## src/hdl/vgou_pkg.sv

```systemverilog
// ----------------------------------------------------------------------------
// vgou_pkg: shared types and constants for the voxel occlusion update unit
// Holds default geometry, command and status codes, and the queue entry type.
// ----------------------------------------------------------------------------
package vgou_pkg;

    localparam int CHUNK_EDGE_DEF    = 8;
    localparam int CHUNKS_ACROSS_DEF = 6;

    localparam logic [1:0] CMD_PLACE   = 2'd0;
    localparam logic [1:0] CMD_DESTROY = 2'd1;
    localparam logic [1:0] CMD_QUERY   = 2'd2;
    localparam logic [1:0] CMD_UNUSED  = 2'd3;

    localparam logic [1:0] ST_DONE     = 2'd0;
    localparam logic [1:0] ST_OCCUPIED = 2'd1;
    localparam logic [1:0] ST_OUTSIDE  = 2'd2;
    localparam logic [1:0] ST_AIR      = 2'd3;

    // One classified transaction handed from the front to the back part.
    // The rebased x and z need eight bits for the widest world.
    typedef struct packed {
        logic [1:0] command;
        logic       outside;
        logic [7:0] rx;
        logic [6:0] ry;
        logic [7:0] rz;
        logic [3:0] new_type;
    } t_job;

endpackage

```

## src/hdl/vgou_if.sv

```systemverilog
// ----------------------------------------------------------------------------
// vgou_cmd_if / vgou_res_if: valid-ready channels of the unit
// Command channel and result channel, each with source and sink modports.
// ----------------------------------------------------------------------------
interface vgou_cmd_if;
    logic       valid;
    logic       ready;
    logic [1:0] command;
    logic signed [6:0] pos_x;
    logic signed [6:0] pos_y;
    logic signed [6:0] pos_z;
    logic [3:0] new_type;
    modport source (output valid, command, pos_x, pos_y, pos_z, new_type, input ready);
    modport sink   (input valid, command, pos_x, pos_y, pos_z, new_type, output ready);
endinterface


```

## src/hdl/vgou_front.sv

```systemverilog
// ----------------------------------------------------------------------------
// vgou_front: command intake and classification
// Checks the target against the world bounds, rebases the coordinates and
// pushes the transaction into a two-entry queue for the back part.
// ----------------------------------------------------------------------------
module vgou_front #(
    parameter int CHUNK_EDGE    = vgou_pkg::CHUNK_EDGE_DEF,
    parameter int CHUNKS_ACROSS = vgou_pkg::CHUNKS_ACROSS_DEF
) (
    input  logic             i_clk,
    input  logic             i_rst_n,
    vgou_cmd_if.sink         cmd,
    output logic             o_job_valid,
    input  logic             i_job_take,
    output vgou_pkg::t_job   o_job
);
    localparam int SPAN = CHUNK_EDGE * CHUNKS_ACROSS;
    localparam int LO   = -((SPAN + 1) / 2);

    vgou_pkg::t_job r_q [2];
    logic           r_rd, r_wr;
    logic [1:0]     r_cnt;
    logic signed [9:0] sx, sy, sz;
    vgou_pkg::t_job job;
    logic push, pop;

    always_comb begin
        sx = 10'(cmd.pos_x) - 10'(LO);
        sy = 10'(cmd.pos_y);
        sz = 10'(cmd.pos_z) - 10'(LO);
        job.command  = cmd.command;
        job.outside  = (cmd.command == vgou_pkg::CMD_UNUSED) ||
                       sx < 0 || sx >= 10'(SPAN) || sy < 0 || sy >= 10'(CHUNK_EDGE) ||
                       sz < 0 || sz >= 10'(SPAN);
        job.rx       = sx[7:0];
        job.ry       = sy[6:0];
        job.rz       = sz[7:0];
        job.new_type = cmd.new_type;
    end

    assign cmd.ready   = (r_cnt != 2'd2);
    assign push        = cmd.valid && cmd.ready;
    assign o_job_valid = (r_cnt != 2'd0);
    assign pop         = o_job_valid && i_job_take;
    assign o_job       = r_q[r_rd];

    always_ff @(posedge i_clk) begin
        if (push) begin
            r_q[r_wr] <= job;
        end
        if (!i_rst_n) begin
            r_rd  <= 1'b0;
            r_wr  <= 1'b0;
            r_cnt <= 2'd0;
        end else begin
            if (push) r_wr <= ~r_wr;
            if (pop)  r_rd <= ~r_rd;
            r_cnt <= r_cnt + 2'(push) - 2'(pop);
        end
    end

`ifndef ASSERT_OFF
    a_cnt_range: assert property (@(posedge i_clk) disable iff (!i_rst_n)
        r_cnt != 2'd3) else $error("queue count out of range");
    a_no_pop_empty: assert property (@(posedge i_clk) disable iff (!i_rst_n)
        r_cnt == 2'd0 |-> !pop) else $error("pop from empty queue");
    a_full_stall: assert property (@(posedge i_clk) disable iff (!i_rst_n)
        r_cnt == 2'd2 |-> !push) else $error("push into full queue");
`endif
endmodule

```

## src/flat_wrapper.sv

```systemverilog
// flat-port wrapper written by rule: the top's interface ports become plain ports
module vgou_front_flat 
#(
    parameter int CHUNK_EDGE    = vgou_pkg::CHUNK_EDGE_DEF,
    parameter int CHUNKS_ACROSS = vgou_pkg::CHUNKS_ACROSS_DEF
)
  (i_clk, i_rst_n, o_job_valid, i_job_take, o_job, cmd_valid, cmd_command, cmd_pos_x, cmd_pos_y, cmd_pos_z, cmd_new_type, cmd_ready);
  vgou_cmd_if cmd_i ();
  input  logic i_clk;
  input  logic i_rst_n;
  output logic o_job_valid;
  input  logic i_job_take;
  output vgou_pkg::t_job o_job;
  input wire logic [$bits(cmd_i.valid)-1:0] cmd_valid;
  input wire logic [$bits(cmd_i.command)-1:0] cmd_command;
  input wire logic [$bits(cmd_i.pos_x)-1:0] cmd_pos_x;
  input wire logic [$bits(cmd_i.pos_y)-1:0] cmd_pos_y;
  input wire logic [$bits(cmd_i.pos_z)-1:0] cmd_pos_z;
  input wire logic [$bits(cmd_i.new_type)-1:0] cmd_new_type;
  output wire logic [$bits(cmd_i.ready)-1:0] cmd_ready;
  assign cmd_i.valid = cmd_valid;
  assign cmd_i.command = cmd_command;
  assign cmd_i.pos_x = cmd_pos_x;
  assign cmd_i.pos_y = cmd_pos_y;
  assign cmd_i.pos_z = cmd_pos_z;
  assign cmd_i.new_type = cmd_new_type;
  assign cmd_ready = cmd_i.ready;
  vgou_front #(.CHUNK_EDGE(CHUNK_EDGE), .CHUNKS_ACROSS(CHUNKS_ACROSS)) u_core (.i_clk(i_clk), .i_rst_n(i_rst_n), .cmd(cmd_i), .o_job_valid(o_job_valid), .i_job_take(i_job_take), .o_job(o_job));
endmodule
```

## config.mk

```make
export PLATFORM = sky130hd
export DESIGN_NAME = vgou_front_flat
export DESIGN_NICKNAME = d
export VERILOG_FILES = /design/src/hdl/vgou_pkg.sv /design/src/hdl/vgou_if.sv /design/src/hdl/vgou_front.sv /design/src/flat_wrapper.sv
export SDC_FILE = /design/constraint.sdc
export NUM_CORES = 1
export LEC_CHECK = 0
export ABC_AREA = 1
export BUFFER_PORTS_ARGS = -buffer_cell sky130_fd_sc_hd__buf_2
export CAP_MARGIN = 20
export CORE_MARGIN = 10
export CORE_UTILIZATION = 45
export CTS_CLUSTER_DIAMETER = 150
export DETAILED_ROUTE_END_ITERATION = 10
export PLACE_DENSITY = 0.68
export SETUP_SLACK_MARGIN = 0.4
export SLEW_MARGIN = 5
export SYNTH_ARGS = -nofsm -noshare
export SYNTH_HDL_FRONTEND = slang
export SYNTH_SLANG_ARGS = --single-unit
```

## constraint.sdc

```tcl
create_clock -name i_clk -period 2.4 [get_ports i_clk]
set_input_delay 0 -clock i_clk [delete_from_list [all_inputs] [get_ports i_clk]]
set_output_delay 0 -clock i_clk [all_outputs]
set_load 0.05 [all_outputs]
```

==> results.yml, run 1 <==
cts:
  cts_resized: 0
  htreeDepth: 3
  path_clk_slew_ns: 0.07
  cts_tree: "yes"
  cts.path.max_buffers: 2
  cts_setup_buffers: 0
  cts_buffers: 9
  cts_sinks: 65
  cts_root_buffer: "clkbuf_8"
  worst_skew_pair.late_latency_ns: 0.32
drt:
  topRoutingLayerUsed: "met4"
  ant_nets: 0
  vias_per_cell: 4.569
  post_drt_wl_per_cell_um: 14.38
  drt_iter0_drc: 28
  dr.pass1.iters: 2
  vias: 1590
  drc_errors: 0
  finalWirelength_um: 5004
  wl_met3_um: 295
  drt-met1-wl_um: 1993
  wl_met2_um: 2657
final_layout:
  syn_to_final_growth_pct: 30.03
  fillers: 480
  drive_gt1_share_pct: 40.29
  final_util_pct: 60.20
  num_antenna_cells: 0
  nNetsFinal: 303
worst_setup_path:
  start_kind: "register"
  cp.arrival_ns: 1.75
  crit_required_ns: 2.40
  worst-path-max-fanout: 18
  crit_path_end_kind: "output pin"
  critPathKind: "reg -> out"
  r2r_cells: 11
placement:
  gp_congestion: 0.7371
  dp_hpwl_um: 3480
  io_buffer_count: 62
  post-place-ws_ns: 0.7815
timing:
  relSlewSlack_pct: 68.25
  rsz0062_at_grt: "false"
  min_period_ns: 1.747
  skew_ns: 0.007383
  finalHoldViolCount: 0
  final.setup.worst_slack_ns: 0.6533
  slew_violations: 0
  worst_pin_slew_ns: 0.4762
  min_period_over_period_pct: 72.78
  finalSetupTns_ns: 0
  finalSetupViolCount: 0
  clock.fmax_mhz: 572.5
global_routing:
  grt_max_degree: 31
  grt_pass1_wl_um: 8424
  antenna_found_initial: 0
  grt_pass1_vias: 1786
  grt_overflow: 0
  grtUsageTotal_pct: 10.91
yosys:
  syn_inst: 172
  synth_area_leader_cell: "edfxtp_1"
  synth_top_area_share_pct: 66.12
  yosysWarnings: 0
  ys_seq_elements: 65
  syn_area_sq_um: 2725
  yosysSeqAreaShare_pct: 69.79
  synthTopCellsByArea: "edfxtp_1 (66%), mux2_4 (17%), dfxtp_1 (3.7%)"
  synth_fp_nets: 207
  ys_types: 14
  syn_area_per_cell_sq_um: 15.84
floorplan:
  fp.coreArea_sq_um: 5886
  dieArea_sq_um: 9569
  die_w_um: 97.82
  ioPinCount: 63
  rows: 28
  dieHeight_um: 97.82
  start_util_pct: 46.30
min_path:
  hold_class: "in -> reg"
  min_path_cells: 3
power_and_ir_drop:
  p_leak_nw: 1.509
  peakVddDrop_mv: 0.5575
  power.density_nw_per_um2: 1009
  p_total_mw: 3.575
run_status:
  outcome: "completed"
flow_run:
  drv_cap: 0
critical path, stage by stage, from the launching register on:
cell and delay, ns:
dfxtp_2 0.63, buf_12 0.26, mux2_4 0.32, buf_2 0.21
cells in the mapped netlist, drive strengths merged:
| library cell | n |
|---|---|
| ha | 4 |
| nand3 | 4 |
| xnor2 | 1 |
| nand3b | 1 |
| dfxtp | 5 |
| edfxtp | 60 |
| buf | 3 |
| a21oi | 4 |
| nor2 | 8 |
| inv | 23 |
| and2 | 2 |
| nand2 | 25 |
| mux2 | 30 |
| o21ai | 2 |
metrics by stage:
step / hold WS (ns) / std cells / cell area (sq um)
6_report: 0.03096 / 348 / 3543
5_1_grt: 0.03601 / 348 / 3543
4_1_cts: 0.01649 / 348 / 3543
3_5_place_dp: 0.1931 / 309 / 3159
3_3_place_gp: 0.1887 / 309 / 3159
2_1_floorplan: 0.09345 / 172 / 2730
state kept, by name (all words and copies together) (netlist names), named ones only:
signal        cells
u_core.r_wr       1
u_core.r_q       60
u_core.r_cnt      2
u_core.r_rd       1
report_power, final:
| group | switching, mW | internal, mW | leakage, nW |
|---|---|---|---|
| Sequential | 0.0731 | 1.43 | 0.596 |
| Clock | 0.373 | 0.363 | 0.0819 |
| Combinational | 0.885 | 0.455 | 0.831 |
final timing paths:
check                                     start                 to  slack [ns]
worst max-delay path                   register           o_job[9]        0.65
worst min-delay path               cmd_pos_x[6]  u_core.r_q[0][25]        0.03
worst max register to register  u_core.r_cnt[1]    u_core.r_cnt[1]        0.79
worst min register to register      u_core.r_rd           register        0.49
routing by layer:
layer	global-route usage, %	vias to the layer above
li1	-	795
met1	11.15	752
met2	18.93	36
met3	3.946	7
met4	6.040	0
met5	0	-
cells by family after synthesis:
| family | share of synthesized area [%] |
|---|---|
| flops | 69.79 |
| simple gates | 6.015 |
| mux | 16.53 |
| buf+inv | 4.408 |
| compound gates | 1.102 |
| fa+ha+maj | 1.837 |
| xor+xnor | 0.3215 |
timing repair:
| action | 4_1_cts | 5_1_grt |
|---|---|---|
| hold endpoints to repair | 47 | 0 |
| hold buffers | 23 | 0 |
| endpoints found under the setup margin | 0 | 0 |
layout by cell type (no fill, tap or decap):
cell,instances
nand3_1,4
clkbuf_8,9
dfxtp_2,1
a21oi_1,4
nand2_1,25
clkinv_1,2
clkbuf_1,2
xnor2_1,1
nand3b_1,1
mux2_4,30
nor2_1,6
and2_1,2
ha_1,4
buf_4,1
inv_1,23
edfxtp_1,60
buf_2,62
dlygate4sd3_1,23
buf_12,2
dfxtp_1,4
nor2_4,2
clkinv_2,3
o21ai_1,2
cell type report:
class	instances	area, sq um	share of cell area [%]
Inverter	23	86.33	2.436
Timing Repair Buffer	88	588.1	16.60
Multi-Input combinational cell	81	718.2	20.27
Tap cell	75	93.84	2.648
Clock inverter	5	22.52	0.6356
Clock buffer	11	131.4	3.708
Sequential cell	65	1903	53.71
Power figures use the tool's default switching activity.
==> run 2: changes to the inputs <==
==> constraint.sdc (replaced) <==
create_clock -name i_clk -period 1.7 [get_ports i_clk]
set_input_delay 0 -clock i_clk [delete_from_list [all_inputs] [get_ports i_clk]]
set_output_delay 0 -clock i_clk [all_outputs]
set_load 0.05 [all_outputs]
==> run 2 against run 1 <==
Sequential share of layout area is 6.2 points lower. Register-to-register slack worse by 0.52 ns. Wire length is 11% higher. Setup slack worse by 0.38 ns. Cell count is 2.9% higher. Clock skew is 0.0023 ns lower. Die area stayed put. Critical endpoint is now u_core.r_cnt[1].
==> results.yml, run 2 (synthesis gave the netlist of run 1 again) <==
timing:
  finalSetupTns_ns: 0
  slew_violations: 0
  min_period_ns: 1.428
  clock.fmax_mhz: 700.3
  min_period_over_period_pct: 84.00
  rsz0062_at_grt: "true"
  finalSetupViolCount: 0
  finalHoldViolCount: 0
  skew_ns: 0.005095
  relSlewSlack_pct: 82.15
  worst_pin_slew_ns: 0.2696
placement:
  dp.cells: 309
  dpl-instance-area_sq_um: 3262
  dp_hpwl_um: 3359
  gp_congestion: 0.7199
  io_buffer_count: 62
cts:
  worst_skew_pair.late_latency_ns: 0.33
  cts_root_buffer: "clkbuf_8"
  htreeDepth: 3
  path_clk_slew_ns: 0.06
  cts_sinks: 65
  cts.path.max_buffers: 2
  cts_tree: "yes"
  cts_buffers: 9
floorplan:
  rows: 28
  start_util_pct: 46.30
  dieArea_sq_um: 9569
  dieHeight_um: 97.82
  ioPinCount: 63
  die_w_um: 97.82
  fp.coreArea_sq_um: 5886
worst_setup_path:
  cpMaxStageDelayCell: "dfxtp_4"
  path_cells: "inv_6, nand2_8, nand2_4, inv_2, ha_4, inv_2, ha_4, xnor2_2, nand2_1, nand2_1, nor2_1"
  critPathKind: "reg -> reg"
  r2r-start: "u_core.r_cnt[1]"
  cp.arrival_ns: 1.65
  rrSetupSlack_ns: 0.27
  crit_required_ns: 1.92
  worst-path-max-fanout: 4
  r2r_cells: 11
  slowest_delay_ns: 0.36
  worstReg2RegEnd: "u_core.r_cnt[1]"
  start_kind: "register"
  crit_path_end_kind: "register"
final_layout:
  multi_input_area_sq_um: 827.0
  regArea_sq_um: 1911
  final_cell_mix: "edfxtp_1 (60), buf_2 (32), mux2_4 (30), buf_6 (29), dlygate4sd3_1 (23)"
  largest-register: "u_core.r_q"
  final_cell_area_sq_um: 4020
  final_cells: 358
  fillers: 406
  syn_to_final_growth_pct: 47.52
  final_common_cell: "edfxtp_1"
  largestRegisters: "u_core.r_q x60, u_core.r_cnt x2"
  largest_reg_flops: 60
  nNetsFinal: 312
  drive_gt1_share_pct: 51.42
min_path:
  min_to: "u_core.r_q[0][11]"
  min_path_cells: 3
  hold_class: "in -> reg"
  hold_path_startpoint: "cmd_pos_z[6]"
global_routing:
  antenna_found_initial: 1
  grt_overflow: 0
  grtUsageTotal_pct: 11.00
  grt_pass1_vias: 1737
  grt_pass1_wl_um: 8252
  grt_max_degree: 32
drt:
  dr.pass1.iters: 4
  vias_per_cell: 4.570
  drc_errors: 0
  vias: 1636
  ant_nets: 0
  drt_iter0_drc: 42
  post_drt_wl_per_cell_um: 15.56
  finalWirelength_um: 5569
power_and_ir_drop:
  power.density_nw_per_um2: 1438
  peakVddDrop_mv: 0.9447
  p_leak_nw: 1.657
run_status:
  outcome: "completed"
flow_run:
  drv_cap: 0
-- run 2: cell types whose count changed in the layout (fill, tap and decap cells not counted), moves of 3 or more --
| cell | before | now |
|---|---|---|
| buf_2 | 62 | 32 |
| buf_6 | 0 | 29 |
| inv_1 | 23 | 14 |
| nand2_1 | 25 | 17 |
| inv_2 | 0 | 7 |
| buf_4 | 1 | 5 |
| ha_1 | 4 | 0 |
| nand2_2 | 0 | 4 |
| ha_4 | 0 | 3 |
-- run 2: critical path, delay by kind of cell, from the launching register on --
family	cells	cell delay [ns]
DFF	1	0.36
buffers and inverters	3	0.14
adders and majority gates	2	0.41
xor gates and xnor gates	1	0.13
and+or+nand+nor	5	0.28
-- run 2: cell type report --
cell class	instances	area share, %
Inverter	23	2.397
Tap cell	75	2.334
Antenna cell	1	0.06225
Sequential cell	65	47.53
Clock inverter	4	0.4980
Timing Repair Buffer	97	23.25
Multi-Input combinational cell	81	20.57
Clock buffer	12	3.361
-- run 2: worst max path at each step --
stage	start	endpoint	slack [ns]	depth (start not counted)
6_report	u_core.r_cnt[1]	u_core.r_cnt[1]	0.27	11
5_1_grt	u_core.r_cnt[1]	u_core.r_cnt[1]	0.21	11
4_1_cts	register	o_job[20]	0.24	3
3_5_place_dp	u_core.r_cnt[0]	u_core.r_cnt[1]	0.21	11
3_3_place_gp	u_core.r_cnt[0]	u_core.r_cnt[1]	0.25	11
2_1_floorplan	u_core.r_cnt[0]	u_core.r_cnt[1]	0.20	11
-- run 2: where the power goes --
| part | internal, mW | total, mW | switching [mW] | leakage (nW) |
|---|---|---|---|---|
| clock | 0.520 | 1.04 | 0.516 | 0.0839 |
| sequential | 2.02 | 2.12 | 0.0963 | 0.597 |
| combinational | 1.15 | 2.63 | 1.48 | 0.976 |
| total | 3.69 | 5.78 | 2.09 | 1.66 |
-- run 2: metal layers --
metal	wire (um)	part of all wire, %	global-route usage, %	up-vias
li1	-	-	-	815
met1	2130	38	10.68	774
met2	3082	55	20.05	39
met3	253	4.5	3.242	8
met4	103	1.8	6.600	0
met5	0	0	0	-
-- run 2: metrics by stage --
step | hold slack (ns) | worst slack [ns] | total power [mW] | utilization (%)
after floorplan | 0.09759 | 0.2003 | 3.810 | -
after global placement | 0.1883 | 0.2529 | 4.185 | 55.42
after detailed placement | 0.1915 | 0.2101 | 4.222 | 55.42
after CTS | 0.004557 | 0.2443 | 5.645 | 65.48
after global routing | 0.02912 | 0.2062 | 6.037 | 68.30
final | 0.01036 | 0.2720 | 5.779 | 68.30
-- run 2: timing repair --
item | in CTS | in global routing
pin swaps | 1 | 6
hold buffers | 23 | 0
hold endpoints to repair | 47 | 0
gates cloned | 2 | 2
gates resized for setup | 49 | 30
endpoints found under the setup margin | 31 | 94
setup buffers | 2 | 3
==> run 3: changes to the inputs <==
--- a/config.mk
+++ b/config.mk
@@ -12,7 +12,7 @@
 export CORE_UTILIZATION = 45
 export CTS_CLUSTER_DIAMETER = 150
 export DETAILED_ROUTE_END_ITERATION = 10
-export PLACE_DENSITY = 0.68
+export PLACE_DENSITY = 0.7
 export SETUP_SLACK_MARGIN = 0.4
 export SLEW_MARGIN = 5
 export SYNTH_ARGS = -nofsm -noshare
==> constraint.sdc (replaced) <==
create_clock -name i_clk -period 1.15 [get_ports i_clk]
set_input_delay 0 -clock i_clk [delete_from_list [all_inputs] [get_ports i_clk]]
set_output_delay 0 -clock i_clk [all_outputs]
set_load 0.05 [all_outputs]
==> run 3 against run 2 <==
The flow now finishes with violations (negative hold slack, negative setup slack). Sequential cell count unchanged. Combinational power increased by 73%. Final area increased by 9.8%. Register-to-register slack got worse by 0.54 ns. Hold slack got worse by 0.075 ns. Cell count increased by 4.2%. Die area unchanged. Via count increased by 6.9%. Critical path type is now reg -> out.
==> results.yml, run 3 (synthesis gave the netlist of run 1 again) <==
cts:
  cts_sinks: 65
  cts_buffers: 9
  worst_skew_pair.late_latency_ns: 0.34
  cts_tree: "yes"
  path_clk_slew_ns: 0.07
  cts.path.max_buffers: 2
  htreeDepth: 3
  cts_root_buffer: "clkbuf_8"
worst_setup_path:
  crit_path_end_kind: "output pin"
  cp.arrival_ns: 1.41
  crit_required_ns: 1.15
  critPathKind: "reg -> out"
  start_kind: "register"
  worst-path-max-fanout: 5
drt:
  vias_per_cell: 4.689
  drc_errors: 0
  drt_iter0_drc: 69
  finalWirelength_um: 6454
  post_drt_wl_per_cell_um: 17.30
  vias: 1749
  dr.pass1.iters: 6
  ant_nets: 0
final_layout:
  final_common_cell: "edfxtp_1"
  drive_gt1_share_pct: 57.05
  final_util_pct: 75.00
  largestRegisters: "u_core.r_q x60, u_core.r_cnt x2"
  multi_input_area_sq_um: 889.6
  syn_to_final_growth_pct: 61.98
  final_cell_mix: "edfxtp_1 (60), buf_6 (36), mux2_4 (30), buf_2 (28), dlygate4sd3_1 (21)"
  num_antenna_cells: 0
  largest_reg_flops: 60
  regArea_sq_um: 1911
  fillers: 333
  largest-register: "u_core.r_q"
  nNetsFinal: 328
placement:
  dp_hpwl_um: 3643
  post-place-ws_ns: -0.2967
  io_buffer_count: 62
  gp_congestion: 0.7372
timing:
  skew_ns: 0.008825
  min_period_over_period_pct: 122.9
  min_period_ns: 1.413
  rsz0062_at_grt: "true"
  final.setup.worst_slack_ns: -0.2632
  finalHoldViolCount: 4
  finalSetupViolCount: 95
  worst_pin_slew_ns: 0.1909
  clock.fmax_mhz: 707.6
  whs_ns: -0.06442
  slew_violations: 0
  relSlewSlack_pct: 87.24
floorplan:
  dieArea_sq_um: 9569
  ioPinCount: 63
  dieHeight_um: 97.82
  rows: 28
  start_util_pct: 46.30
  die_w_um: 97.82
  fp.coreArea_sq_um: 5886
power_and_ir_drop:
  peakVddDrop_mv: 1.774
  power.density_nw_per_um2: 2150
  p_leak_nw: 1.820
global_routing:
  grt_max_degree: 14
  grtUsageTotal_pct: 12.58
  grt_overflow: 0
  grt_pass1_wl_um: 9584
  grt_pass1_vias: 1857
  antenna_found_initial: 0
flow_run:
  drv_cap: 0
run_status:
  outcome: "complete, but fails checks"
  violations: "negative hold slack, negative setup slack"
min_path:
  hold_class: "in -> reg"
-- run 3: cell types whose count changed in the layout (fill, tap and decap cells not counted), moves of 3 or more --
cell | before | now
inv_4 | 0 | 3
buf_8 | 1 | 7
nand3_2 | 0 | 3
buf_2 | 32 | 28
nand3_1 | 4 | 1
buf_6 | 29 | 36
buf_12 | 3 | 8
clkinv_2 | 4 | 1
clkinv_1 | 0 | 3
-- run 3: critical path, stage by stage, from the launching register on --
cell       delay (ns)
dfxtp_4          0.44
clkbuf_16        0.18
mux2_4           0.30
buf_6            0.15
-- run 3: final timing paths --
check | slack [ns] | startpoint | endpoint | cells past startpoint
max reg2reg | -0.26 | u_core.r_cnt[0] | u_core.r_q[0][19] | 7
max | -0.26 | register | o_job[23] | 3
min | -0.06 | i_rst_n | u_core.r_cnt[0] | 3
min reg2reg | 0.54 | u_core.r_rd | register | 2
-- run 3: per-layer routing --
layer  global-route usage [%]  up-vias  wire length [um]
met3                    4.722       12               329
met1                    14.18      836              2609
met4                    5.369        0               109
met5                        0        -                 0
li1                         -      857                 -
met2                    20.86       44              3406
-- run 3: what timing repair did --
item,4_1_cts,5_1_grt
hold buffers,20,1
endpoints found under the setup margin,97,99
buffers inserted,6,6
cloned,3,4
pin swaps,7,10
resized for setup,78,26
endpoints found under the hold margin,45,6
-- run 3: layout make-up --
cell class	count	share of cell area, %
Clock buffer	11	2.976
Clock inverter	5	1.049
Inverter	23	2.126
Multi-Input combinational cell	81	20.15
Sequential cell	65	43.28
Tap cell	75	2.126
Timing Repair Buffer	113	28.29
-- run 3: stage by stage --
step	total power, mW	setup TNS, ns	area [sq um]	std cells	hold slack [ns]
floorplan	5.676	-19.15	2873	172	0.09759
global placement	6.420	-5.450	3390	317	0.1879
detailed placement	6.483	-6.567	3390	317	0.1922
CTS	9.071	-17.20	4151	362	-0.08598
global route	9.869	-24.99	4414	373	-0.05898
finish	9.488	-20.55	4414	373	-0.06442
-- run 3: report_power, final --
group | switching, mW | internal (mW) | leakage, nW
combinational | 2.36 | 2.20 | 1.13
sequential | 0.139 | 2.99 | 0.597
clock | 0.825 | 0.977 | 0.0898
total | 3.33 | 6.16 | 1.82
